[config.mk]
export PLATFORM = sky130hd
export DESIGN_NAME = clebc_front
export DESIGN_NICKNAME = d
export VERILOG_FILES = /design/src/design/cursor_line_edit_buffer_core_defines.svh /design/src/design/clebc_pkg.sv /design/src/design/clebc_front.sv
export SDC_FILE = /design/constraint.sdc
export NUM_CORES = 1
export LEC_CHECK = 0
export BUFFER_PORTS_ARGS = -buffer_cell sky130_fd_sc_hd__buf_4
export CAP_MARGIN = 20
export CELL_PAD_IN_SITES_DETAIL_PLACEMENT = 0
export CELL_PAD_IN_SITES_GLOBAL_PLACEMENT = 1
export CORE_UTILIZATION = 48
export CTS_BUF_LIST = sky130_fd_sc_hd__clkbuf_8
export CTS_CLUSTER_DIAMETER = 100
export DETAILED_ROUTE_END_ITERATION = 10
export PLACE_DENSITY = 0.94
export SYNTH_ARGS = -nofsm -noshare
export SYNTH_HDL_FRONTEND = slang
export SYNTH_SLANG_ARGS = --single-unit
export TNS_END_PERCENT = 10
[constraint.sdc]
create_clock -name clock -period 2.8 [get_ports clock]
set_input_delay 0.28 -clock clock [delete_from_list [all_inputs] [get_ports clock]]
set_output_delay 0.28 -clock clock [all_outputs]
set_load 0.005 [all_outputs]
[src/design/cursor_line_edit_buffer_core_defines.svh]
// Assertion macros shared by the cursor line-edit buffer RTL.
// Depends on nothing; included by the modules that carry assertions.
`ifndef CURSOR_LINE_EDIT_BUFFER_CORE_DEFINES_SVH
`define CURSOR_LINE_EDIT_BUFFER_CORE_DEFINES_SVH

// Same-cycle implication: when ante holds, cons must hold too.
`define CLEBC_ASSERT_IMPL(label, clk, rst, ante, cons, msg) \
   label: assert property (@(posedge clk) disable iff (rst) (ante) |-> (cons)) \
      else $error(msg);

// Next-cycle implication: when ante holds, cons must hold in the following cycle.
`define CLEBC_ASSERT_NEXT(label, clk, rst, ante, cons, msg) \
   label: assert property (@(posedge clk) disable iff (rst) (ante) |=> (cons)) \
      else $error(msg);

// Invariant that must hold on every cycle out of reset.
`define CLEBC_ASSERT_ALWAYS(label, clk, rst, expr, msg) \
   label: assert property (@(posedge clk) disable iff (rst) (expr)) \
      else $error(msg);

`endif

[src/design/clebc_pkg.sv]
// Shared types and constants for the cursor line-edit buffer.
// Used by clebc_front, clebc_back and cursor_line_edit_buffer_core.
`timescale 1ns / 1ps

package clebc_pkg;

   // Buffer geometry.
   localparam int CAP      = 1024;
   localparam int TAIL_LEN = 10;
   localparam int CNT_W    = $clog2(CAP + 1);
   localparam int ADDR_W   = $clog2(CAP);

   // Port field widths.
   localparam int MODE_W  = 2;
   localparam int CHAR_W  = 8;
   localparam int COUNT_W = 11;
   localparam int DEL_W   = 11;
   localparam int KIND_W  = 2;

   // Command queue between front and back (depth must be a power of two).
   localparam int CMDQ_DEPTH = 2;
   localparam int CMDQ_PTR_W = $clog2(CMDQ_DEPTH);
   localparam int CMDQ_CNT_W = $clog2(CMDQ_DEPTH + 1);

   // Result queue at the output.
   localparam int RSPQ_DEPTH = 4;
   localparam int RSPQ_PTR_W = $clog2(RSPQ_DEPTH);
   localparam int RSPQ_CNT_W = $clog2(RSPQ_DEPTH + 1);

   // Command codes as they arrive on the mode port.
   localparam logic [MODE_W-1:0] MODE_INSERT     = 2'd0;
   localparam logic [MODE_W-1:0] MODE_DELETE     = 2'd1;
   localparam logic [MODE_W-1:0] MODE_MOVE_LEFT  = 2'd2;
   localparam logic [MODE_W-1:0] MODE_MOVE_RIGHT = 2'd3;

   typedef enum logic [1:0] {
      OP_INSERT,
      OP_DELETE,
      OP_MOVE_LEFT,
      OP_MOVE_RIGHT
   } op_type;

   typedef enum logic [KIND_W-1:0] {
      KIND_INS,
      KIND_DEL,
      KIND_CHR,
      KIND_EMPTY
   } kind_type;

   typedef enum logic [1:0] {
      ST_IDLE,
      ST_MOVE,
      ST_TAIL_SETUP,
      ST_TAIL
   } state_type;

   // One classified command as it travels from front to back.
   typedef struct packed {
      op_type            op;
      logic [CHAR_W-1:0] chr;
      logic [CNT_W-1:0]  count;
   } cmd_type;

   // One result beat.
   typedef struct packed {
      kind_type          kind;
      logic [DEL_W-1:0]  deleted;
      logic [CHAR_W-1:0] chr;
      logic              full_res;
      logic              last;
   } rsp_type;

endpackage

[src/design/clebc_front.sv]
// Front end of the line-edit buffer: accepts command beats, decodes and
// saturates them, and holds them in a short queue. Depends on clebc_pkg.
`timescale 1ns / 1ps

module clebc_front import clebc_pkg::*; (
   input  logic               clock,
   input  logic               reset,
   input  logic               req_push,
   output logic               req_full,
   input  logic [MODE_W-1:0]  req_mode,
   input  logic [CHAR_W-1:0]  req_char_in,
   input  logic [COUNT_W-1:0] req_count,
   output logic               cmd_valid,
   output cmd_type            cmd_head,
   input  logic               cmd_pop
);

   cmd_type               q_ff [CMDQ_DEPTH];
   logic [CMDQ_PTR_W-1:0] wr_ptr_ff, wr_ptr_in;
   logic [CMDQ_PTR_W-1:0] rd_ptr_ff, rd_ptr_in;
   logic [CMDQ_CNT_W-1:0] cnt_ff, cnt_in;
   logic                  push_ok;
   logic                  pop_ok;
   cmd_type               cmd_new;

   // Decode the mode and clamp the count at the buffer capacity.
   always_comb begin
      cmd_new     = '0;
      cmd_new.chr = req_char_in;
      case (req_mode)
         MODE_INSERT:     cmd_new.op = OP_INSERT;
         MODE_DELETE:     cmd_new.op = OP_DELETE;
         MODE_MOVE_LEFT:  cmd_new.op = OP_MOVE_LEFT;
         MODE_MOVE_RIGHT: cmd_new.op = OP_MOVE_RIGHT;
         default:         cmd_new.op = OP_INSERT;
      endcase
      if (32'(req_count) > 32'(CAP)) begin
         cmd_new.count = CNT_W'(CAP);
      end else begin
         cmd_new.count = CNT_W'(req_count);
      end
   end

   assign req_full  = (cnt_ff == CMDQ_CNT_W'(CMDQ_DEPTH));
   assign cmd_valid = (cnt_ff != '0);
   assign cmd_head  = q_ff[rd_ptr_ff];
   assign push_ok   = req_push & ~req_full;
   assign pop_ok    = cmd_pop & cmd_valid;

   // Queue pointers and fill count.
   always_comb begin
      wr_ptr_in = wr_ptr_ff;
      rd_ptr_in = rd_ptr_ff;
      if (push_ok) begin
         wr_ptr_in = (wr_ptr_ff == CMDQ_PTR_W'(CMDQ_DEPTH - 1)) ? '0 : wr_ptr_ff + 1'b1;
      end
      if (pop_ok) begin
         rd_ptr_in = (rd_ptr_ff == CMDQ_PTR_W'(CMDQ_DEPTH - 1)) ? '0 : rd_ptr_ff + 1'b1;
      end
      cnt_in = cnt_ff + CMDQ_CNT_W'(push_ok) - CMDQ_CNT_W'(pop_ok);
   end

   always_ff @(posedge clock) begin
      if (reset) begin
         wr_ptr_ff <= '0;
         rd_ptr_ff <= '0;
         cnt_ff    <= '0;
      end else begin
         wr_ptr_ff <= wr_ptr_in;
         rd_ptr_ff <= rd_ptr_in;
         cnt_ff    <= cnt_in;
      end
   end

   // Queue storage needs no reset.
   always_ff @(posedge clock) begin
      if (push_ok) begin
         q_ff[wr_ptr_ff] <= cmd_new;
      end
   end

endmodule

==> summary.txt <==
Outcome
  • Run status: finished with violations
  • Violations in the final reports: DRC

STA
  • Fin crit period: 2070 ps
  • Final Hold Viols: 0
  • Part of the cycle the worst path needs: 74.0%
  • Unrepaired setup endpoints after global routing: no
  • Max-Slew Margin vs Limit: 39.6%
  • Clock skew after layout: 4.58 ps
  • Final worst-path setup slack: 728 ps
  • Least-Margin Pin Slew: 904 ps
  • Post-route setup TNS: 0 ps
  • Final Max Slew Viols: 0
  • Final setup violation count: 0
  • Maximum frequency from static timing analysis: 483 MHz

Routing
  • Starting DRT DRC Count: 48
  • Drc violations: 1
  • WL per Instance: 14.1 um
  • Vias after detailed routing: 980
  • Remaining antenna violation count: 0
  • Routed via count divided by cell count: 4.83
  • Routed WL: 2860 um
  • First-pass iteration count of the detailed router: 7

Synthesis
  • Count of different cell masters after synthesis: 22
  • Area fraction of the dominant cell type after synthesis: 69.2%
  • Dominant register cell in the synthesized netlist: edfxtp_1
  • Multiplexer share of the synthesized area: 13.0%
  • Largest family of logic cells by synthesized area: multiplexers
  • Number of flops mapped to enable cells by yosys: 42
  • Area contributors post-synth: edfxtp_1 (69%), mux2_2 (13%), dfxtp_1 (5.5%)
  • Cell types with the highest counts after synthesis: edfxtp_1 (42), mux2_2 (21), nor2b_1 (11)
  • Leading cell type by number of instances after synthesis: edfxtp_1
  • Register area share after synthesis: 74.7%
  • Area of the mapped netlist: 0.00182 mm^2
  • Syn_area_per_cell: 17.2 um^2
  • Most area-hungry cell type in the Yosys netlist: edfxtp_1
  • Synthesis-stage register bit count: 47
  • Compound-cell area share of the yosys netlist: 0.962%
  • Xor and xnor area share after synthesis: 0.962%
  • Post-synthesis async set-or-reset flop share: 0%
  • Syn Nets: 133
  • Gate count after technology mapping: 106
  • Area share of and/or/nand/nor cells after synthesis: 6.80%
  • Post-synthesis adder-cell area fraction: 1.37%
  • Number of warnings reported in the yosys synthesis log: 0

Power and ir drop
  • LEAKAGE: 0.909 nW
  • Peak ir drop on the vdd network: 0.502 mV
  • Clock network fraction of design power: 24.3%
  • Total power: 1.99 mW
  • Switching power: 497 uW
  • Internal power contribution: 1.50 mW
  • Power per cell area: 859 mW/mm^2
  • Part of the power in combinational logic: 26.7%
  • Switching share of total power: 24.9%
  • Sequential cell fraction of total power: 49.0%

CTS
  • Setup repair bufs after CTS: 0
  • Clock buffer count from CTS: 5
  • Maximum count of clock buffers along a single path: 2
  • Post-cts sizing count: 0
  • Maximum level of the CTS H-tree: 2
  • Clock slew at reported path FFs: 80 ps
  • Clock latency of the later-clocked register in the worst-skew pair: 300 ps
  • Clock sink count: 47
  • Master cell of the clock root buffer: clkbuf_8
  • CTS tree: done
  • Hold-fix buffer count after cts: 0

Finish
  • Total inserted antenna cells: 0
  • Layout net count: 181
  • Combined flip-flop and latch cell area: 0.00136 mm^2
  • Layout-stage area growth over the synthesis result: 27.5%
  • Fill cell instance count of the final layout: 286
  • Ratio of cells with drive above 1 in the final layout: 51.6%
  • Final non-filler cell total: 203
  • Area used by multi-input combinational logic: 420 um^2

Global routing
  • Total routing resource utilization after global routing: 16.0%
  • Pin count of the biggest net entering global routing: 22
  • Overall overflow remaining after global route: 0
  • Number of antenna violations at the first check in global routing: 0
  • First-pass GRT wire length: 4530 um
  • Number of global-route vias before repair: 966

Worst setup path
  • Critical path peak fanout: 21
  • Worst path cell trace: mux2_2, buf_4
  • Data required time of the worst path: 2520 ps
  • Worst reg2reg setup slack: 950 ps
  • Arrival @ worst endpoint: 1790 ps
  • Element type at the critical path end: output port
  • Kind of start point of the critical path: flip-flop
  • Worst setup path category: reg -> out
  • Critical-path top delay cell: dfxtp_1
  • Max stage delay on crit path: 920 ps

Placement
  • HPWL after DPL: 1990 um
  • Worst setup timing slack at the placement stage: 939 ps
  • # port buffers: 47
  • Final weighted congestion in routability-driven placement: 0.618
  • # placed instances: 195

Run
  • Total of max-cap violations: 0

Floorplanning
  • Die height: 63.6 um
  • Chip width: 63.6 um
  • Number of core rows: 22
  • Initial standard-cell utilization of the core: 49.8%
  • Floorplan die area: 0.00405 mm^2
  • Standard cell core area: 0.00366 mm^2
  • # IOs: 48

Worst hold path
  • Path class of the lowest-slack min-delay path: in -> reg
-- cell usage in the layout, fill, tap and decap left out, types with 2 or more instances in the layout --
cell / synthesis / layout
ha_1: 2 / 2
clkbuf_8: 0 / 5
dfxtp_1: 5 / 5
buf_4: 0 / 47
nor2_1: 3 / 3
mux2_2: 21 / 21
inv_1: 3 / 3
edfxtp_1: 42 / 42
nor2b_1: 11 / 11
-- power by group through the flow --
| stage | registers, mW | clock network (mW) | logic, mW |
|---|---|---|---|
| after floorplan | 0.944 | 0 | 0.325 |
| after global routing | 0.998 | 0.521 | 0.587 |
| after CTS | 0.981 | 0.498 | 0.545 |
| after global placement | 0.990 | 0 | 0.527 |
| final | 0.978 | 0.484 | 0.532 |
| after detailed placement | 0.997 | 0 | 0.541 |
-- final timing paths --
kind | from | endpoint | cells after the start
hold reg to reg | wr_ptr_ff$_SDFFE_PP0P_ | wr_ptr_ff$_SDFFE_PP0P_ | 2
setup / recovery | flip-flop | cmd_head[19] | 2
hold / removal | req_char_in[1] | q_ff[1][12]$_DFFE_PP_ | 1
setup reg to reg | cnt_ff[0]$_SDFF_PP0_ | q_ff[0][0]$_DFFE_PP_ | 4
-- cell families after synthesis --
logic type               after synthesis
buffers and inverters                 10
multiplexers                          21
AO/OA/AOI/OAI                          3
XOR/XNOR                               2
flip-flops                            47
AND/OR/NAND/NOR                       21
adder cells (fa/ha/maj)                2
-- layout make-up --
cell class                      instances  share of cell area, %
Sequential cell                        47                   58.6
Multi-Input combinational cell         49                   18.1
Timing Repair Buffer                   47                   15.2
Clock buffer                            5                   2.96
Tap cell                               48                   2.59
Clock inverter                          3                   1.89
Inverter                                4                  0.647
-- registers in the layout, summed over array words and instances (netlist names), named ones only --
name       count
rd_ptr_ff      1
q_ff          42
wr_ptr_ff      1
cnt_ff         2
-- critical path, delay by kind of cell, from the launching register on --
family                 cells  cell delay, ps
muxes                      1             430
DFF                        1             920
buffers and inverters      1             140
-- metal layers --
metal / global-route usage, % / vias up / wire [um]
met3: 7.07 / 6 / 200
met1: 17.1 / 463 / 1110
met2: 26.9 / 35 / 1490
met4: 7.67 / 0 / 57
met5: 0 / - / 0
li1: - / 476 / -
-- per-stage QoR --
step	utilization [%]	hold WS, ps	cell area, um^2
final	63.4	158	2320
after global routing	63.4	137	2320
after CTS	63.4	147	2320
after detailed placement	60.4	470	2210
after global placement	60.4	468	2210
after floorplan	-	349	1820
No activity file was read; power rests on OpenSTA's default activity.
